**src/rtl/sdkr_pkg.sv**
```systemverilog
package sdkr_pkg;

    localparam int NUM_SWITCHES = 5;
    localparam int PIN_W        = 5;
    localparam int CNT_W        = 16;
    localparam int APB_AW       = 4;
    localparam int APB_DW       = 32;

    localparam logic OP_TICK = 1'b0;
    localparam logic OP_READ = 1'b1;

    localparam logic [1:0] REG_SAMPLE_INTERVAL = 2'd0;
    localparam logic [1:0] REG_PRESS_TIME      = 2'd1;
    localparam logic [1:0] REG_REPEAT_DELAY    = 2'd2;
    localparam logic [1:0] REG_REPEAT_PERIOD   = 2'd3;

    localparam logic [CNT_W-1:0] RST_SAMPLE_INTERVAL = CNT_W'(10);
    localparam logic [CNT_W-1:0] RST_PRESS_TIME      = CNT_W'(3);
    localparam logic [CNT_W-1:0] RST_REPEAT_DELAY    = CNT_W'(50);
    localparam logic [CNT_W-1:0] RST_REPEAT_PERIOD   = CNT_W'(10);

    typedef struct packed {
        logic [CNT_W-1:0] sample_interval;
        logic [CNT_W-1:0] press_time;
        logic [CNT_W-1:0] repeat_delay;
        logic [CNT_W-1:0] repeat_period;
    } t_thresh;

    typedef struct packed {
        logic eval;
        logic down;
    } t_sw_ctrl;

    typedef enum logic [2:0] {
        ST_IDLE   = 3'b001,
        ST_WAIT   = 3'b010,
        ST_REPEAT = 3'b100
    } t_sw_state;

endpackage

```
**src/rtl/sdkr_if.sv**
```systemverilog
interface sdkr_in_if;
    logic                        valid;
    logic                        ready;
    logic                        op;
    logic [sdkr_pkg::PIN_W-1:0]  pins_n;
    logic [sdkr_pkg::PIN_W-1:0]  clear_mask;

    modport source (output valid, output op, output pins_n, output clear_mask, input ready);
    modport sink   (input valid, input op, input pins_n, input clear_mask, output ready);
endinterface

interface sdkr_out_if;
    logic                        valid;
    logic                        ready;
    logic [sdkr_pkg::PIN_W-1:0]  flags;

    modport source (output valid, output flags, input ready);
    modport sink   (input valid, input flags, output ready);
endinterface

```
**src/rtl/sdkr_cfg.sv**
```systemverilog
module sdkr_cfg (
    input  logic                          i_clk,
    input  logic                          i_rst_n,
    input  logic                          psel,
    input  logic                          penable,
    input  logic                          pwrite,
    input  logic [sdkr_pkg::APB_AW-1:0]   paddr,
    input  logic [sdkr_pkg::APB_DW-1:0]   pwdata,
    output logic [sdkr_pkg::APB_DW-1:0]   prdata,
    output logic                          pready,
    output sdkr_pkg::t_thresh             o_thresh
);

    sdkr_pkg::t_thresh       r_thresh;
    logic [1:0]              reg_idx;
    logic                    wr_en;
    logic [sdkr_pkg::CNT_W-1:0] rd_val;

    assign pready  = 1'b1;
    assign reg_idx = paddr[3:2];
    assign wr_en   = psel && penable && pwrite && pready;

    always_ff @(posedge i_clk) begin
        if (!i_rst_n) begin
            r_thresh.sample_interval <= sdkr_pkg::RST_SAMPLE_INTERVAL;
            r_thresh.press_time      <= sdkr_pkg::RST_PRESS_TIME;
            r_thresh.repeat_delay    <= sdkr_pkg::RST_REPEAT_DELAY;
            r_thresh.repeat_period   <= sdkr_pkg::RST_REPEAT_PERIOD;
        end else if (wr_en) begin
            unique case (reg_idx)
                sdkr_pkg::REG_SAMPLE_INTERVAL:
                    r_thresh.sample_interval <= pwdata[sdkr_pkg::CNT_W-1:0];
                sdkr_pkg::REG_PRESS_TIME:
                    r_thresh.press_time      <= pwdata[sdkr_pkg::CNT_W-1:0];
                sdkr_pkg::REG_REPEAT_DELAY:
                    r_thresh.repeat_delay    <= pwdata[sdkr_pkg::CNT_W-1:0];
                sdkr_pkg::REG_REPEAT_PERIOD:
                    r_thresh.repeat_period   <= pwdata[sdkr_pkg::CNT_W-1:0];
                default: ;
            endcase
        end
    end

    always_comb begin
        unique case (reg_idx)
            sdkr_pkg::REG_SAMPLE_INTERVAL: rd_val = r_thresh.sample_interval;
            sdkr_pkg::REG_PRESS_TIME:      rd_val = r_thresh.press_time;
            sdkr_pkg::REG_REPEAT_DELAY:    rd_val = r_thresh.repeat_delay;
            sdkr_pkg::REG_REPEAT_PERIOD:   rd_val = r_thresh.repeat_period;
            default:                       rd_val = '0;
        endcase
    end

    assign prdata   = {{(sdkr_pkg::APB_DW - sdkr_pkg::CNT_W){1'b0}}, rd_val};
    assign o_thresh = r_thresh;

endmodule

```
**src/rtl/sdkr_switch.sv**
```systemverilog
module sdkr_switch (
    input  logic                 i_clk,
    input  logic                 i_rst_n,
    input  sdkr_pkg::t_sw_ctrl   i_ctrl,
    input  sdkr_pkg::t_thresh    i_thresh,
    output logic                 o_fire
);

    sdkr_pkg::t_sw_state         r_state, n_state;
    logic [sdkr_pkg::CNT_W-1:0]  r_hold, n_hold;
    logic [sdkr_pkg::CNT_W-1:0]  hold_inc;
    logic [sdkr_pkg::CNT_W-1:0]  limit;
    logic                        hit;

    assign hold_inc = r_hold + sdkr_pkg::CNT_W'(1);

    always_comb begin
        unique case (r_state)
            sdkr_pkg::ST_WAIT:   limit = i_thresh.repeat_delay;
            sdkr_pkg::ST_REPEAT: limit = i_thresh.repeat_period;
            default:             limit = i_thresh.press_time;
        endcase
    end

    assign hit    = hold_inc >= limit;
    assign o_fire = i_ctrl.eval && i_ctrl.down && hit;

    always_comb begin
        n_state = r_state;
        n_hold  = r_hold;
        if (i_ctrl.eval) begin
            if (!i_ctrl.down) begin
                n_state = sdkr_pkg::ST_IDLE;
                n_hold  = '0;
            end else if (hit) begin
                n_hold = '0;
                unique case (r_state)
                    sdkr_pkg::ST_WAIT,
                    sdkr_pkg::ST_REPEAT: n_state = sdkr_pkg::ST_REPEAT;
                    default:             n_state = sdkr_pkg::ST_WAIT;
                endcase
            end else begin
                n_hold = hold_inc;
            end
        end
    end

    always_ff @(posedge i_clk) begin
        if (!i_rst_n) begin
            r_state <= sdkr_pkg::ST_IDLE;
            r_hold  <= '0;
        end else begin
            r_state <= n_state;
            r_hold  <= n_hold;
        end
    end

endmodule

```
**src/rtl/switch_debounce_key_repeat_top.sv**
```systemverilog
// channel  dir  handshake     word
// i_in     in   valid/ready   op, pins_n, clear_mask
// o_out    out  valid/ready   flags
// cfg      in   apb write     sample_interval, press_time, repeat_delay, repeat_period
//
// one word per cycle sustained while the output is not stalled; an accepted word passes
// through the input register and then the result register before output valid rises,
// so both registers lie between the input accept and the earliest output accept
// synchronous active-low reset clears both valid bits, prescaler, switches and pending flags
// a stalled output holds the result register and backs up into the input register
module switch_debounce_key_repeat_top (
    input  logic                          i_clk,
    input  logic                          i_rst_n,
    sdkr_in_if.sink                       i_in,
    sdkr_out_if.source                    o_out,
    input  logic                          psel,
    input  logic                          penable,
    input  logic                          pwrite,
    input  logic [sdkr_pkg::APB_AW-1:0]   paddr,
    input  logic [sdkr_pkg::APB_DW-1:0]   pwdata,
    output logic [sdkr_pkg::APB_DW-1:0]   prdata,
    output logic                          pready
);

    sdkr_pkg::t_thresh              thresh;

    logic                           r_in_valid;
    logic                           r_op;
    logic [sdkr_pkg::PIN_W-1:0]     r_pins_n;
    logic [sdkr_pkg::PIN_W-1:0]     r_clear_mask;

    logic                           r_out_valid;
    logic [sdkr_pkg::PIN_W-1:0]     r_out_flags;

    logic [sdkr_pkg::CNT_W-1:0]     r_prescale, n_prescale;
    logic [sdkr_pkg::PIN_W-1:0]     r_pending, n_pending;
    logic [sdkr_pkg::PIN_W-1:0]     n_out_flags;

    logic                           advance;
    logic                           in_take;
    logic                           is_tick;
    logic [sdkr_pkg::CNT_W-1:0]     prescale_inc;
    logic                           eval;
    logic [sdkr_pkg::NUM_SWITCHES-1:0] fire;
    logic [sdkr_pkg::PIN_W-1:0]     new_flags;

    sdkr_cfg u_cfg (
        .i_clk    (i_clk),
        .i_rst_n  (i_rst_n),
        .psel     (psel),
        .penable  (penable),
        .pwrite   (pwrite),
        .paddr    (paddr),
        .pwdata   (pwdata),
        .prdata   (prdata),
        .pready   (pready),
        .o_thresh (thresh)
    );

    assign advance  = r_in_valid && (!r_out_valid || o_out.ready);
    assign i_in.ready = !r_in_valid || advance;
    assign in_take  = i_in.valid && i_in.ready;

    assign is_tick      = (r_op == sdkr_pkg::OP_TICK);
    assign prescale_inc = r_prescale + sdkr_pkg::CNT_W'(1);
    assign eval         = advance && is_tick && (prescale_inc >= thresh.sample_interval);

    for (genvar gi = 0; gi < sdkr_pkg::NUM_SWITCHES; gi++) begin : g_sw
        sdkr_pkg::t_sw_ctrl ctrl;
        logic               down;
        if (gi < sdkr_pkg::PIN_W) begin : g_pin
            assign down = !r_pins_n[gi];
        end else begin : g_nopin
            assign down = 1'b0;
        end
        assign ctrl = '{eval: eval, down: down};
        sdkr_switch u_sw (
            .i_clk    (i_clk),
            .i_rst_n  (i_rst_n),
            .i_ctrl   (ctrl),
            .i_thresh (thresh),
            .o_fire   (fire[gi])
        );
    end

    always_comb begin
        new_flags = '0;
        for (int k = 0; k < sdkr_pkg::NUM_SWITCHES; k++) begin
            if (k < sdkr_pkg::PIN_W) begin
                new_flags[k] = fire[k];
            end
        end
    end

    always_comb begin
        n_prescale  = r_prescale;
        n_pending   = r_pending;
        n_out_flags = r_out_flags;
        if (advance) begin
            if (is_tick) begin
                n_prescale  = eval ? '0 : prescale_inc;
                n_pending   = r_pending | new_flags;
                n_out_flags = r_pending | new_flags;
            end else begin
                n_pending   = r_pending & ~r_clear_mask;
                n_out_flags = r_pending & r_clear_mask;
            end
        end
    end

    always_ff @(posedge i_clk) begin
        if (!i_rst_n) begin
            r_in_valid  <= 1'b0;
            r_out_valid <= 1'b0;
            r_prescale  <= '0;
            r_pending   <= '0;
        end else begin
            if (i_in.ready) begin
                r_in_valid <= i_in.valid;
            end
            if (advance) begin
                r_out_valid <= 1'b1;
            end else if (o_out.ready) begin
                r_out_valid <= 1'b0;
            end
            r_prescale <= n_prescale;
            r_pending  <= n_pending;
        end
    end

    always_ff @(posedge i_clk) begin
        if (in_take) begin
            r_op         <= i_in.op;
            r_pins_n     <= i_in.pins_n;
            r_clear_mask <= i_in.clear_mask;
        end
        r_out_flags <= n_out_flags;
    end

    assign o_out.valid = r_out_valid;
    assign o_out.flags = r_out_flags;

    a_read_clears: assert property (@(posedge i_clk) disable iff (!i_rst_n)
        (advance && !is_tick) |=> ((r_pending & $past(r_clear_mask)) == '0))
        else $error("read left masked flags pending");

    a_read_masked: assert property (@(posedge i_clk) disable iff (!i_rst_n)
        (advance && !is_tick) |=> ((r_out_flags & ~$past(r_clear_mask)) == '0))
        else $error("read word carries unmasked flags");

    a_pending_hold: assert property (@(posedge i_clk) disable iff (!i_rst_n)
        !advance |=> $stable(r_pending))
        else $error("pending flags changed without a word");

    a_prescale_wrap: assert property (@(posedge i_clk) disable iff (!i_rst_n)
        eval |=> (r_prescale == '0))
        else $error("prescaler not cleared after evaluation");

    a_tick_out: assert property (@(posedge i_clk) disable iff (!i_rst_n)
        (advance && is_tick) |=> (r_out_flags == r_pending))
        else $error("tick word differs from pending flags");

endmodule
```
**src/flat_wrapper.sv**
```systemverilog
// flat-port wrapper written by rule: the top's interface ports become plain ports
module switch_debounce_key_repeat_top_flat 
  (i_clk, i_rst_n, psel, penable, pwrite, paddr, pwdata, prdata, pready, i_in_valid, i_in_op, i_in_pins_n, i_in_clear_mask, i_in_ready, o_out_valid, o_out_flags, o_out_ready);
  sdkr_in_if i_in_i ();
  sdkr_out_if o_out_i ();
  input  logic i_clk;
  input  logic i_rst_n;
  input  logic psel;
  input  logic penable;
  input  logic pwrite;
  input  logic [sdkr_pkg::APB_AW-1:0] paddr;
  input  logic [sdkr_pkg::APB_DW-1:0] pwdata;
  output logic [sdkr_pkg::APB_DW-1:0] prdata;
  output logic pready;
  input wire logic [$bits(i_in_i.valid)-1:0] i_in_valid;
  input wire logic [$bits(i_in_i.op)-1:0] i_in_op;
  input wire logic [$bits(i_in_i.pins_n)-1:0] i_in_pins_n;
  input wire logic [$bits(i_in_i.clear_mask)-1:0] i_in_clear_mask;
  output wire logic [$bits(i_in_i.ready)-1:0] i_in_ready;
  output wire logic [$bits(o_out_i.valid)-1:0] o_out_valid;
  output wire logic [$bits(o_out_i.flags)-1:0] o_out_flags;
  input wire logic [$bits(o_out_i.ready)-1:0] o_out_ready;
  assign i_in_i.valid = i_in_valid;
  assign i_in_i.op = i_in_op;
  assign i_in_i.pins_n = i_in_pins_n;
  assign i_in_i.clear_mask = i_in_clear_mask;
  assign i_in_ready = i_in_i.ready;
  assign o_out_valid = o_out_i.valid;
  assign o_out_flags = o_out_i.flags;
  assign o_out_i.ready = o_out_ready;
  switch_debounce_key_repeat_top u_core (.i_clk(i_clk), .i_rst_n(i_rst_n), .i_in(i_in_i), .o_out(o_out_i), .psel(psel), .penable(penable), .pwrite(pwrite), .paddr(paddr), .pwdata(pwdata), .prdata(prdata), .pready(pready));
endmodule
```
**config.mk**
```make
export PLATFORM = sky130hd
export DESIGN_NAME = switch_debounce_key_repeat_top_flat
export DESIGN_NICKNAME = d
export VERILOG_FILES = /design/src/rtl/sdkr_pkg.sv /design/src/rtl/sdkr_if.sv /design/src/rtl/sdkr_cfg.sv /design/src/rtl/sdkr_switch.sv /design/src/rtl/switch_debounce_key_repeat_top.sv /design/src/flat_wrapper.sv
export SDC_FILE = /design/constraint.sdc
export NUM_CORES = 1
export LEC_CHECK = 0
export ABC_CLOCK_PERIOD_IN_PS = 12700
export BUFFER_PORTS_ARGS = -buffer_cell sky130_fd_sc_hd__buf_4
export CAP_MARGIN = 20
export CORE_ASPECT_RATIO = 1.4
export CORE_MARGIN = 4
export CORE_UTILIZATION = 55
export CTS_BUF_LIST = sky130_fd_sc_hd__clkbuf_8 sky130_fd_sc_hd__clkbuf_16
export CTS_CLUSTER_SIZE = 12
export DETAILED_ROUTE_END_ITERATION = 16
export HOLD_SLACK_MARGIN = 0.05
export PLACE_DENSITY_LB_ADDON = 0.25
export REMOVE_ABC_BUFFERS = 1
export SKIP_CTS_REPAIR_TIMING = 1
export SLEW_MARGIN = 25
export SYNTH_ARGS = -nofsm -noshare
export SYNTH_HDL_FRONTEND = slang
export SYNTH_HIERARCHICAL = 1
export SYNTH_SLANG_ARGS = --single-unit
```
**constraint.sdc**
```tcl
create_clock -name i_clk -period 12.7 [get_ports i_clk]
set_input_delay 2.54 -clock i_clk [delete_from_list [all_inputs] [get_ports i_clk]]
set_output_delay 2.54 -clock i_clk [all_outputs]
set_load 0.01 [all_outputs]
```
After elaboration in Yosys (flattened, before gate mapping)
Cells that the tools add are included.
Widths: inputs -> output; s select.

storage, ports and cells
  register bits after elaboration = 198
  input port bits = 54
  logic and storage cells = 135

cells by class
  add/subtract/negate cells = 6
  magnitude comparators = 6
  equality and inequality tests = 13
  multiplexer cells = 36
  bitwise gates (word level) = 5
  reductions and logical operators = 47

operators by type and width
  cell                   count
  $mux 16                11
  $pmux 16 s2            5
  $add 16x1->16 const B  6
  $ge 16x16->1           6
  $pmux 16 s4            1
  $mux 3                 15
  $reduce_and 2->1       10
  $logic_and 1x1->1      16
  $eq 3x2->1 const B     5
  $eq 3x3->1 const B     5
  $reduce_bool 2->1      6
  $and 5x5->5            2
  $mux 5                 2
  $reduce_or 2->1        5
  $logic_not 1->1        7
  $not 5->5              1
  $or 5x5->5             1
  $eq 2x2->1 const B     2
  $eq 2x1->1 const B     1
  $logic_not 2->1        1
  $logic_or 1x1->1       2
  $mux 1                 2
  $not 1->1              1

Longest topological paths before layout
Gate-level depths: netlist of the first run.

  depth after elaboration = 9
  depth in mapped cells = 17
  mapped depth without buffers = 15

Hierarchy
The synthesis of the first run kept the hierarchy.

by module, submodules not included
  module                                 times used  cells an instance  area each (um^2)  seq. area each (um^2)
  sdkr_switch (u_core.g_sw[0].u_sw ...)  4           251                1,944.4           380.4
  sdkr_cfg                               1           274                2,964.1           1,281.2
  switch_debounce_key_repeat_top         1           244                2,288.4           940.9
  sdkr_switch (u_core.g_sw[1].u_sw)      1           254                1,925.6           380.4

Least setup slack after synthesis of the first run
No wires, ideal clock.

  path type = input to output
  from = in paddr[3] (netlist name)
  to = out prdata[10] (netlist name)
  data arrival time = 3,482 ps
  required time = 10,160 ps
  setup slack = 6,678 ps
  stages on the path = 3
  path buffers = 2
  path through = buf_6 > buf_2 > mux4_2

between the ends
  cells in the longest elaborated chain, start to end = 2
  elaborated cells between the ends (all ways) = 5
  classes of those cells = eq/ne: 3; mux: 1; reduce/logical: 1

ends and longest elaborated chain
  element                             line                RTL
  from (decl)                         flat_wrapper.sv:11  input logic [sdkr_pkg::APB_AW-1:0] paddr;
  $eq 2x2->1 (tied with other cells)  sdkr_cfg.sv:45      unique case (reg_idx)
  $pmux 16 s4 (*)                     sdkr_cfg.sv:45
  to (decl)                           flat_wrapper.sv:13  output logic [sdkr_pkg::APB_DW-1:0] prdata;

Mark *: on every way between the ends. The rest lies on a longest branch, timed or not.

Worst setup path in the final report of the first run
  from = in paddr[3] (netlist name)
  to = out prdata[13] (netlist name)

Same word-level chain as after synthesis.

==> impl_summary.md, run 1 <==
Synth
The count of flip-flops with a built-in enable after synthesis is 16. After synthesis the netlist holds a flip-flop and latch count of 198. A synthesized cell averages 8.42 µm². After synthesis, the netlist uses 70 different library cells. The sequential element share of the synthesized area is 27.6%.

The Yosys step of the flow raised 6 warnings. The async set or reset register ratio after synthesis is 0%. The synthesized netlist occupies a cell area of 0.0150 mm². After synthesis, the most frequently instantiated cells are sky130_fd_sc_hd__nand2_1, sky130_fd_sc_hd__dfxtp_1, sky130_fd_sc_hd__ha_1. Counting every instance in the synthesized netlist gives 1776.

Summed over its instances, the top area cell type makes up 24.4% of the synthesized netlist area. sky130_fd_sc_hd__nand2_1 is the most common cell in the netlist. In the post-synthesis netlist, the biggest area contributors are sky130_fd_sc_hd__dfxtp_1, sky130_fd_sc_hd__ha_1, sky130_fd_sc_hd__nand2_1. The most instantiated flip-flop cell in the synthesis netlist is sky130_fd_sc_hd__dfxtp_1. The cell type with the largest total area after synthesis is sky130_fd_sc_hd__dfxtp_1.

Routing
The total length of routed wires is 43100 µm. The count of TritonRoute iterations in the first routing pass is 7. The starting DRC count in detailed routing is 1459. The number of nets still failing antenna checks after routing is 0.

The overall via count from detail_route is 14.1k. Dividing the detail-routed wire length by the instance count gives 20.4 µm. The ratio of routed vias to standard cells is 6.64. In the routed design, unresolved DRC markers number 0.

Power and ir drop
The reported net switching power is 0.000320 W. The part of the total power dissipated in the clock network is 42.5%. Of the total power, the share spent switching nets is 25.5%. Power comes to 0.00125 W.

The static power due to leakage is 5.95 nW. Per report_power, the sequential group accounts for 51.5% of the total. The maximum resistive drop on vdd is 85.2 µV. The cell area power density is 79.3 mW/mm². The combinational power share is 6.0%. Internal power comes to 0.000935 W.

Worst setup path
The setup path with the least slack is of type in -> out. The worst stage delay on the critical path is 680 ps. Counting stages on the worst path, the most repeated cell is sky130_fd_sc_hd__buf_4. The data arrival time of the worst path is 3720 ps. The critical path capture point type is a primary output. The worst flop-to-flop path startpoint is u_core/g_sw[1].u_sw/r_state[1]. The critical path startpoint category is an input pin.

The launch point of the critical path is paddr[3]. The signal on the critical path passes through buf_4 -> mux4_1 -> buf_4. STA puts the critical path data required time at 10160 ps. The highest-delay cell along the critical path is sky130_fd_sc_hd__mux4_1. Along the worst path, the maximum fanout reaches 19.

Global route
The aggregate global-route resource usage is 28.1%. The pin count of the biggest net entering global routing is 64. The total overflow left after global routing is 0. The number of global-route vias before repair is 12.8k.

The wire length of the first global-routing pass is 68000 µm. The initial antenna violation count is 0.

Timing
The worst relative slew slack is 24.2%. After routing, the total negative slack on setup checks comes to 0 ps. Derived from the worst setup path, the maximum achievable clock frequency is 160 MHz.

Setup repair after global routing left no endpoint under its margin. Setup violations remaining at the end of the flow were counted as 0. The clock period minus final worst setup slack is 6260 ps. The final max-slew violation count was 0.

The final critical path takes up 49.3% of the cycle. After layout, the worst setup slack is 6440 ps. The final count of hold timing violations is 0. The maximum clock skew at final layout is 16.9 ps. For the pin with the worst max-slew slack, the measured transition is 1140 ps.

Layout
The repair_antennas step left the layout with diodes totalling 0. The final net count is 1895. From synthesis to final layout, the design area changed by 5.86%.

Of the cells placed in the final design, the portion with a size suffix greater than 1 is 9.08%. After the flow finishes, the layout carries non-filler instances totaling 2117.

Placement
The half-perimeter wire length of the detailed placement result is 29400 µm. Routability-driven placement finished with a final weighted congestion of 0.906. During placement, the flow inserted port buffers numbering 58. Prior to clock tree synthesis, the placed netlist has a worst setup slack of 6450 ps.

The placed instance count is 2084.

CTS
In this run the clock root is driven by a sky130_fd_sc_hd__clkbuf_16. Counting every sink on the clock net gives 198. No sink is reached through more buffers than the 2 on the longest clock path. The H-tree depth reported by CTS is 4. The CTS tree is done.

Clock-pin slew was measured on the worst setup and hold paths at 70 ps. TritonCTS created 17 clock buffers. The clock latency reported for the late side of the worst-skew pair is 460 ps.

Floorplanning
The number of rows in the core area is 71. The area of the die is 0.0299 mm². The placeable core area is 0.0268 mm². The die extent in x is 147 µm. The initial standard-cell utilization of the core is 55.7%.

From bottom edge to top edge, the die measures 203 µm. The total I/O pin count is 94.

Flow run
The tool flagged a number of max-cap violations equal to 0.

Hold path
The path class of the tightest hold or removal check is reg -> reg. In this run the most critical hold path is launched from u_core/u_cfg/o_thresh[56].

Status
The flow ran to the end, and the final reports show no timing, DRC or antenna violations.
-- worst max-delay path, delay by kind of cell --
kind	cells	cell delay, ps
buf+inv	2	480
mux	1	680
-- routing by layer --
layer	routed length [µm]	track usage, %	vias to the layer above
met2	20300	46.4	552
met4	2570	14.8	0
li1	-	-	6675
met1	17300	35.7	6677
met3	2970	3.75	157
met5	0	0	-
-- cells by family (layout without fill, tap and decap cells) --
logic type / Yosys count / count (layout) / synth area share, %
other: 2 / 17 / 0.0502
buffers and inverters: 195 / 156 / 6.24
flip-flops: 198 / 198 / 27.6
adder cells (fa/ha/maj): 102 / 102 / 8.53
AO/OA/AOI/OAI: 514 / 514 / 23.9
AND/OR/NAND/NOR: 576 / 576 / 20.4
XOR/XNOR: 103 / 103 / 6.03
multiplexers: 86 / 86 / 7.22
-- area by class of cell --
cell class                      count  area [µm²]
Tap cell                          365         457
Inverter                           57         214
Clock buffer                       17         425
Fill cell                        2400       11000
Timing Repair Buffer               67         510
Sequential cell                   198        4130
Clock inverter                     15         126
Multi-Input combinational cell   1398        9970
-- through the flow --
step / area (µm²) / utilization [%] / hold WS, ps
2_1_floorplan: 14300 / - / 443
3_3_place_gp: 15300 / 56.9 / 454
3_5_place_dp: 15300 / 56.9 / 468
4_1_cts: 15800 / 58.9 / 479
5_1_grt: 15800 / 59.0 / 500
6_report: 15800 / 59.0 / 479
-- registers in the layout, summed over array words and instances, names as in the netlist --
register / count
u_core/g_sw.u_sw/r_hold: 80
u_core/u_cfg/o_thresh: 64
u_core/r_op: 1
u_core/o_out.valid: 1
u_core/r_in_valid: 1
u_core/g_sw.u_sw/r_state: 15
u_core/r_prescale: 16
u_core/r_clear_mask: 5
u_core/r_pending: 5
u_core/o_out.flags: 5
u_core/r_pins_n: 5
-- power by group through the flow --
stage / logic, W / registers, W / clock network, W
floorplan: 0.0000387 / 0.000655 / 0
global placement: 0.0000727 / 0.000660 / 0
detailed placement: 0.0000742 / 0.000660 / 0
CTS: 0.0000747 / 0.000645 / 0.000542
global route: 0.0000815 / 0.000646 / 0.000569
finish: 0.0000749 / 0.000646 / 0.000534
-- placed cells by master (no fill, tap or decap), drive strengths merged, types with 6 or more instances in the layout --
cell type and n:
clkbuf 17, inv 66, nand4 66, nand2 205
nor4 10, mux4 16, a21oi 58, edfxtp 16
and4 15, a32o 40, nor2 77, mux2i 70
o22ai 85, nor2b 19, a41oi 10, or3 9
o32ai 9, xnor2 59, a21boi 10, ha 102
nand3 82, and3 16, o21ai 167, buf 67
nand2b 11, xor2 44, dfxtp 182, and2 22
o221ai 80, a31oi 8, o2bb2ai 6, nor3 25
conb 17, o311ai 12, o211ai 8
-- path summary, 6_finish.rpt --
check                                   end  slack [ps]  cells past startpoint
setup / recovery                 prdata[13]        6440                      3
hold / removal    u_core/u_cfg/o_thresh[56]         480                      2
setup reg to reg        u_core/r_pending[1]        7260                     13
hold reg to reg   u_core/u_cfg/o_thresh[56]         480                      2
(Power assumes the default switching activity.)
==> run 2, diff against run 1 <==
Settings changed: ABC_CLOCK_PERIOD_IN_PS 12700 to 5150.
Clock period 12.7 ns to 5.15 ns, I/O delays scaled along.
==> impl_summary.md, run 2 (same netlist as run 1, synthesis figures left out) <==
Floorplanning
The die extent in x was 147 µm (unchanged). The number of rows in the core area came to 71 (unchanged). The area of the die was 0.0299 mm² (unchanged). The vertical extent of the die is 203 µm (unchanged).

The total I/O pin count is 94 (unchanged). The initial standard-cell utilization of the core is 55.7% (unchanged). The placeable core area came to 0.0268 mm² (unchanged).

Placement
The half-perimeter wire length of the detailed placement result is 30300 µm (+2.9%). The count of input and output buffers is 58 (unchanged). The routability congestion estimate was 0.921 (+1.7%). The placed instance count is 2105 (+1.0%).

Worst setup path
The data arrival time of the worst path is 4840 ps (+1120 ps). The critical path capture point type is a register. The maximum fanout encountered on the critical timing path is 14 (-5). The worst setup path is of the reg -> reg kind. The data required time of the critical path is 5550 ps (-4610 ps).

STA classifies the critical path startpoint as a register.

Global route
The initial antenna violation count was 0 (unchanged). The wire length of the first global-routing pass is 68100 µm (about the same). The number of global-route vias before repair is 12.7k (-0.92%).

The total grt overflow is 0 (unchanged). The pin count of the biggest net entering global routing is 77 (+20%). The aggregate global-route resource usage is 28.2% (+0.15 points).

Flow run
The reported max-cap violation count is 0 (unchanged).

Timing
The worst slack on hold paths is 481 ps (+2.05 ps). The worst relative slew slack is 27.7% (+3.4 points). The number of endpoints failing setup at the final stage is 0 (unchanged). The transition time at the pin with the least slew margin was 1090 ps (-50.2 ps). The maximum clock skew at final layout is 16.5 ps (-0.358 ps). The highest clock frequency the design can meet is 225 MHz. Setup repair after global routing left no endpoint under its margin. The smallest clock period supported by the final layout is computed as 4440 ps. The final count of hold timing violations is 0 (unchanged). Dividing the final minimum period by the clock period gives 86.1%. The setup total negative slack is 0 ps (unchanged). The final max-slew violation count is 0 (unchanged).

Layout
In the layout the commonest cells are sky130_fd_sc_hd__nand2_1, sky130_fd_sc_hd__dfxtp_1, sky130_fd_sc_hd__ha_1. The library cell used most frequently in the layout, excluding fill and tap cells, is sky130_fd_sc_hd__nand2_1. The share of the core filled with cells in the final layout is 59.7% (+0.71 points). From synthesis to final layout, the design area changed by 7.14%. The count of inserted antenna diode cells came to 0 (unchanged). The number of standard cells in the final layout excluding fillers was 2138 (+0.99%). The number of flip-flops in the largest register came to 80 (unchanged). The share of post-route cells with drive strength above 1 is 10.2% (+1.1 points). Ranked by flip-flop count, first place goes to u_core/g_sw.u_sw/r_hold. The final net count came to 1916 (+1.1%).

Routing
The count of TritonRoute iterations in the first routing pass is 6 (-1). The post-route DRC violation count came to 0 (unchanged). The number of nets still failing antenna checks after routing was 0 (unchanged).

The starting DRC count in detailed routing is 1419 (-2.7%). The detail-routed net length per standard cell was 20.6 µm (+1.3%). The overall via count from detail_route is 14.3k (+1.5%).

The ratio of routed vias to standard cells was 6.68 (+0.52%). The total length of routed wires is 44100 µm (+2.3%).

CTS
The clock-pin transition on the worst setup and hold timing paths came to 80 ps (about the same). The clock latency reported for the late side of the worst-skew pair is 460 ps (about the same). The CTS tree is done. The H-tree depth reported by CTS is 4 (unchanged). CTS placed an instance of sky130_fd_sc_hd__clkbuf_16 at the clock tree root. The number of clock sinks seen by CTS is 198 (unchanged). The CTS buffer count is 17 (unchanged). The maximum count of clock buffers along a single path is 2 (unchanged).

Hold path
The worst hold-check path type is reg -> reg.

Power and ir drop
The maximum resistive drop on vdd is 242 µV (+180%). The static power due to leakage came to 6.05 nW (+1.7%). The cell area power density is 196 mW/mm² (+150%).

Status
The run finished with clean final reports.
==> run 2: where the power goes <==
group | internal (W) | total (W) | switching, W
clock network | 0.000650 | 0.00135 | 0.000704
logic | 0.0000718 | 0.000190 | 0.000118
registers | 0.00156 | 0.00159 | 0.0000271
total | 0.00229 | 0.00313 | 0.000849
==> run 2: worst paths after layout <==
| path | from | endpoint | slack (ps) | cells past startpoint |
|---|---|---|---|---|
| worst max-delay path | u_core/g_sw[1].u_sw/r_hold[0] | u_core/r_pending[1] | 710 | 13 |
| worst min register to register | u_core/u_cfg/o_thresh[59] | u_core/u_cfg/o_thresh[59] | 480 | 2 |
| worst min-delay path | u_core/u_cfg/o_thresh[59] | u_core/u_cfg/o_thresh[59] | 480 | 2 |
| worst max register to register | u_core/g_sw[1].u_sw/r_hold[0] | u_core/r_pending[1] | 710 | 13 |
==> run 2: per-stage QoR <==
stage / power [W] / instance area (µm²) / setup WS, ps
3_3_place_gp: 0.00181 / 15400 / 808
4_1_cts: 0.00315 / 16000 / 696
5_1_grt: 0.00322 / 16000 / 427
6_report: 0.00313 / 16000 / 715
3_5_place_dp: 0.00181 / 15400 / 720
2_1_floorplan: 0.00171 / 14300 / 667
==> run 2: layer usage <==
metal / vias to the layer above / GRT usage [%] / routed length (µm) / share of wire, %
li1: 6720 / - / - / -
met1: 6759 / 35.1 / 17300 / 39
met2: 641 / 48.5 / 21300 / 48
met3: 154 / 3.55 / 3110 / 7.1
met4: 0 / 13.3 / 2410 / 5.5
met5: - / 0 / 0 / 0
==> run 2: final cells by class <==
cell class                 count  area (µm²)
multi-input combinational   1398        9970
sequential                   198        4130
fill                        2404       10800
timing repair buffer          88         664
tap                          365         457
inverter                      57         214
clock inverter                15         161
clock buffer                  17         425
==> run 2: worst max-delay path, cell delays in order (launching register included) <==
cell                        delay [ps]
sky130_fd_sc_hd__dfxtp_1           450
sky130_fd_sc_hd__ha_1              310
sky130_fd_sc_hd__inv_1             100
sky130_fd_sc_hd__or4_1             600
sky130_fd_sc_hd__nor2_1            160
sky130_fd_sc_hd__xor2_1            240
sky130_fd_sc_hd__ha_1              190
sky130_fd_sc_hd__nand4_1           140
sky130_fd_sc_hd__or3_1             420
sky130_fd_sc_hd__or4_1             790
sky130_fd_sc_hd__a31oi_1           570
sky130_fd_sc_hd__a21oi_1           130
sky130_fd_sc_hd__o2bb2ai_1         150
sky130_fd_sc_hd__and2_1            140
==> run 3, diff against run 2 <==
Settings changed: RECOVER_POWER set to 100.
==> impl_summary.md, run 3 (same netlist as run 1, synthesis figures left out) <==
Layout
The library cell used most frequently in the layout, excluding fill and tap cells, is sky130_fd_sc_hd__nand2_1. The largest register by flop count is u_core/g_sw.u_sw/r_hold. The final net count is 1916 (unchanged). The share of post-route cells with drive strength above 1 is 8.29% (-1.9 points). The number of flip-flops in the largest register is 80 (unchanged). Compared with the post-synthesis result, the final layout area differs by 5.93%.

Leaving out fill and tap cells, the most frequent cells in the layout are sky130_fd_sc_hd__nand2_1, sky130_fd_sc_hd__dfxtp_1, sky130_fd_sc_hd__ha_1. The count of inserted antenna diode cells is 0 (unchanged).

Global route
The wire length of the first global-routing pass is 68100 µm (unchanged). The met2 capacity usage during global routing was 48.5% (unchanged). The met1 usage is 35.1% (unchanged). The initial antenna violation count is 0 (unchanged). The aggregate global-route resource usage came to 28.2% (unchanged). The busiest layer in global routing is met2. The met3 usage in global routing is 3.55% (unchanged).

The total grt overflow is 0 (unchanged). The pin count of the biggest net entering global routing is 77 (unchanged). The number of global-route vias before repair came to 12.7k (unchanged).

CTS
The maximum count of clock buffers along a single path is 2 (unchanged). The clock latency reported for the late side of the worst-skew pair is 460 ps (about the same). The H-tree depth reported by CTS came to 4 (unchanged). The CTS buffer count is 17 (unchanged). TritonCTS built the clock tree. The number of clock sinks seen by CTS is 198 (unchanged).

The cell sitting at the root of the clock tree is a sky130_fd_sc_hd__clkbuf_16. The clock-pin transition on the worst setup and hold timing paths was 80 ps (about the same).

Timing
Setup repair after global routing left no endpoint under its margin. The worst slack on hold paths was 484 ps (+3.43 ps). The clock period minus final worst setup slack is 4470 ps (+36.9 ps). The setup total negative slack is 0 ps (unchanged). The number of endpoints failing setup at the final stage is 0 (unchanged). The final worst-path cycle share was 86.8% (+0.72 points).

The transition time at the pin with the least slew margin is 1820 ps (+732 ps). The final max-slew violation count is 33 (+33). The maximum clock skew at final layout was 15.8 ps (-0.787 ps). The highest clock frequency the design can meet is 224 MHz (-0.83%). The final count of hold timing violations is 0 (unchanged). The worst relative slew slack is -21.6% (-49 points).

Routing
The detail-routed net length per standard cell is 20.6 µm (about the same). The ratio of routed vias to standard cells is 6.64 (-0.51%). The starting DRC count in detailed routing came to 1393 (-1.8%).

The number of nets still failing antenna checks after routing is 0 (unchanged). The overall via count from detail_route came to 14.2k (-0.51%). The total length of routed wires came to 44100 µm (about the same). The count of TritonRoute iterations in the first routing pass is 8 (+2). The post-route DRC violation count is 0 (unchanged).

Hold path
In this run the most critical hold path is launched from u_core/u_cfg/o_thresh[59]. The endpoint of the worst hold path is u_core/u_cfg/o_thresh[59]. The number of cells on the worst hold path is 2 (unchanged).

The min-delay analysis places its worst path in the category reg -> reg.

Floorplanning
The initial standard-cell utilization of the core is 55.7% (unchanged). The die extent in x is 147 µm (unchanged). The vertical extent of the die was 203 µm (unchanged). The area of the die was 0.0299 mm² (unchanged). The number of rows in the core area came to 71 (unchanged).

The placeable core area is 0.0268 mm² (unchanged). The total I/O pin count came to 94 (unchanged).

Worst setup path
Walking the worst path, the cells encountered are ha_1 -> inv_1 -> or4_1 -> nor2_1 -> xor2_1 -> ha_1 -> nand4_1 -> or3_1 -> or4_1 -> a31oi_1 -> a21oi_1 -> o2bb2ai_1 -> and2_0. The data required time of the critical path is 5550 ps (about the same). The startpoint identified for the worst register-to-register timing path is u_core/g_sw[1].u_sw/r_hold[0]. The maximum fanout encountered on the critical timing path is 14 (unchanged). The data arrival time of the worst path is 4870 ps (+30 ps). On the critical path, the stage with the largest delay is an instance of sky130_fd_sc_hd__or4_1. The capture point of the worst reg-to-reg path is u_core/r_pending[1].

The register-to-register path setup slack is 680 ps (-40 ps). The cell count of the worst reg-to-reg path is 13 (unchanged). The worst setup path is launched from a register. STA classifies the critical path endpoint as a register. The worst setup path is of the reg -> reg kind.

The worst stage delay on the critical path is 800 ps (about the same).

Power and ir drop
The static power due to leakage came to 5.91 nW (-2.3%). The maximum resistive drop on vdd is 243 µV (+0.17%). The cell area power density is 197 mW/mm² (+0.83%).

Placement
The half-perimeter wire length of the detailed placement result is 30300 µm (unchanged). The routability congestion estimate came to 0.921 (unchanged). The count of input and output buffers is 58 (unchanged).

Flow run
The reported max-cap violation count was 3 (+3).

Status
The final reports fail on capacitance limit, slew limit. The run finished, with violations left.
-- run 3: layout make-up --
class,instances,area [µm²]
timing repair buffer,88,567
fill,2443,11000
tap,365,457
sequential,198,4130
multi-input combinational,1398,9890
inverter,57,214
clock inverter,15,161
clock buffer,17,425
-- run 3: power breakdown --
group	switching, W	internal [W]	total (W)
logic	0.000115	0.0000650	0.000180
clock network	0.000704	0.000650	0.00135
registers	0.0000269	0.00156	0.00159
-- run 3: critical path, delay by kind of cell (launching register included) --
kind / cells / cell delay [ps]
AO/OA/AOI/OAI: 3 / 870
buffers and inverters: 1 / 100
adder cells (fa/ha/maj): 2 / 500
flip-flops: 1 / 450
AND/OR/NAND/NOR: 6 / 2260
XOR/XNOR: 1 / 240
-- run 3: per-layer routing --
metal / routed length [µm] / share of wire (%) / vias to the layer above
met2: 21300 / 48 / 585
met5: 0 / 0 / -
met3: 3030 / 6.9 / 151
met4: 2400 / 5.4 / 0
li1: - / - / 6719
met1: 17400 / 39 / 6746
-- run 3: worst max path at each step --
stage | startpoint | end | slack [ps] | cells past startpoint
after floorplan | u_core/r_prescale[0] | u_core/g_sw[1].u_sw/r_hold[15] | 670 | 15
after global placement | u_core/g_sw[1].u_sw/r_hold[0] | u_core/r_pending[1] | 810 | 13
after detailed placement | u_core/g_sw[1].u_sw/r_hold[0] | u_core/r_pending[1] | 720 | 13
after CTS | u_core/g_sw[1].u_sw/r_hold[0] | u_core/r_pending[1] | 700 | 13
after global routing | u_core/g_sw[1].u_sw/r_hold[0] | u_core/r_pending[1] | 410 | 13
final | u_core/g_sw[1].u_sw/r_hold[0] | u_core/r_pending[1] | 680 | 13
-- run 3: metrics by stage --
step | area [µm²] | power [W] | utilization [%] | worst slack (ps) | cells
after global placement | 15400 | 0.00181 | 57.5 | 808 | 2105
after global routing | 15800 | 0.00321 | 59.1 | 412 | 2138
after CTS | 16000 | 0.00315 | 59.7 | 696 | 2137
after floorplan | 14300 | 0.00171 | - | 667 | 1653
after detailed placement | 15400 | 0.00181 | 57.5 | 720 | 2105
final | 15800 | 0.00313 | 59.1 | 678 | 2138
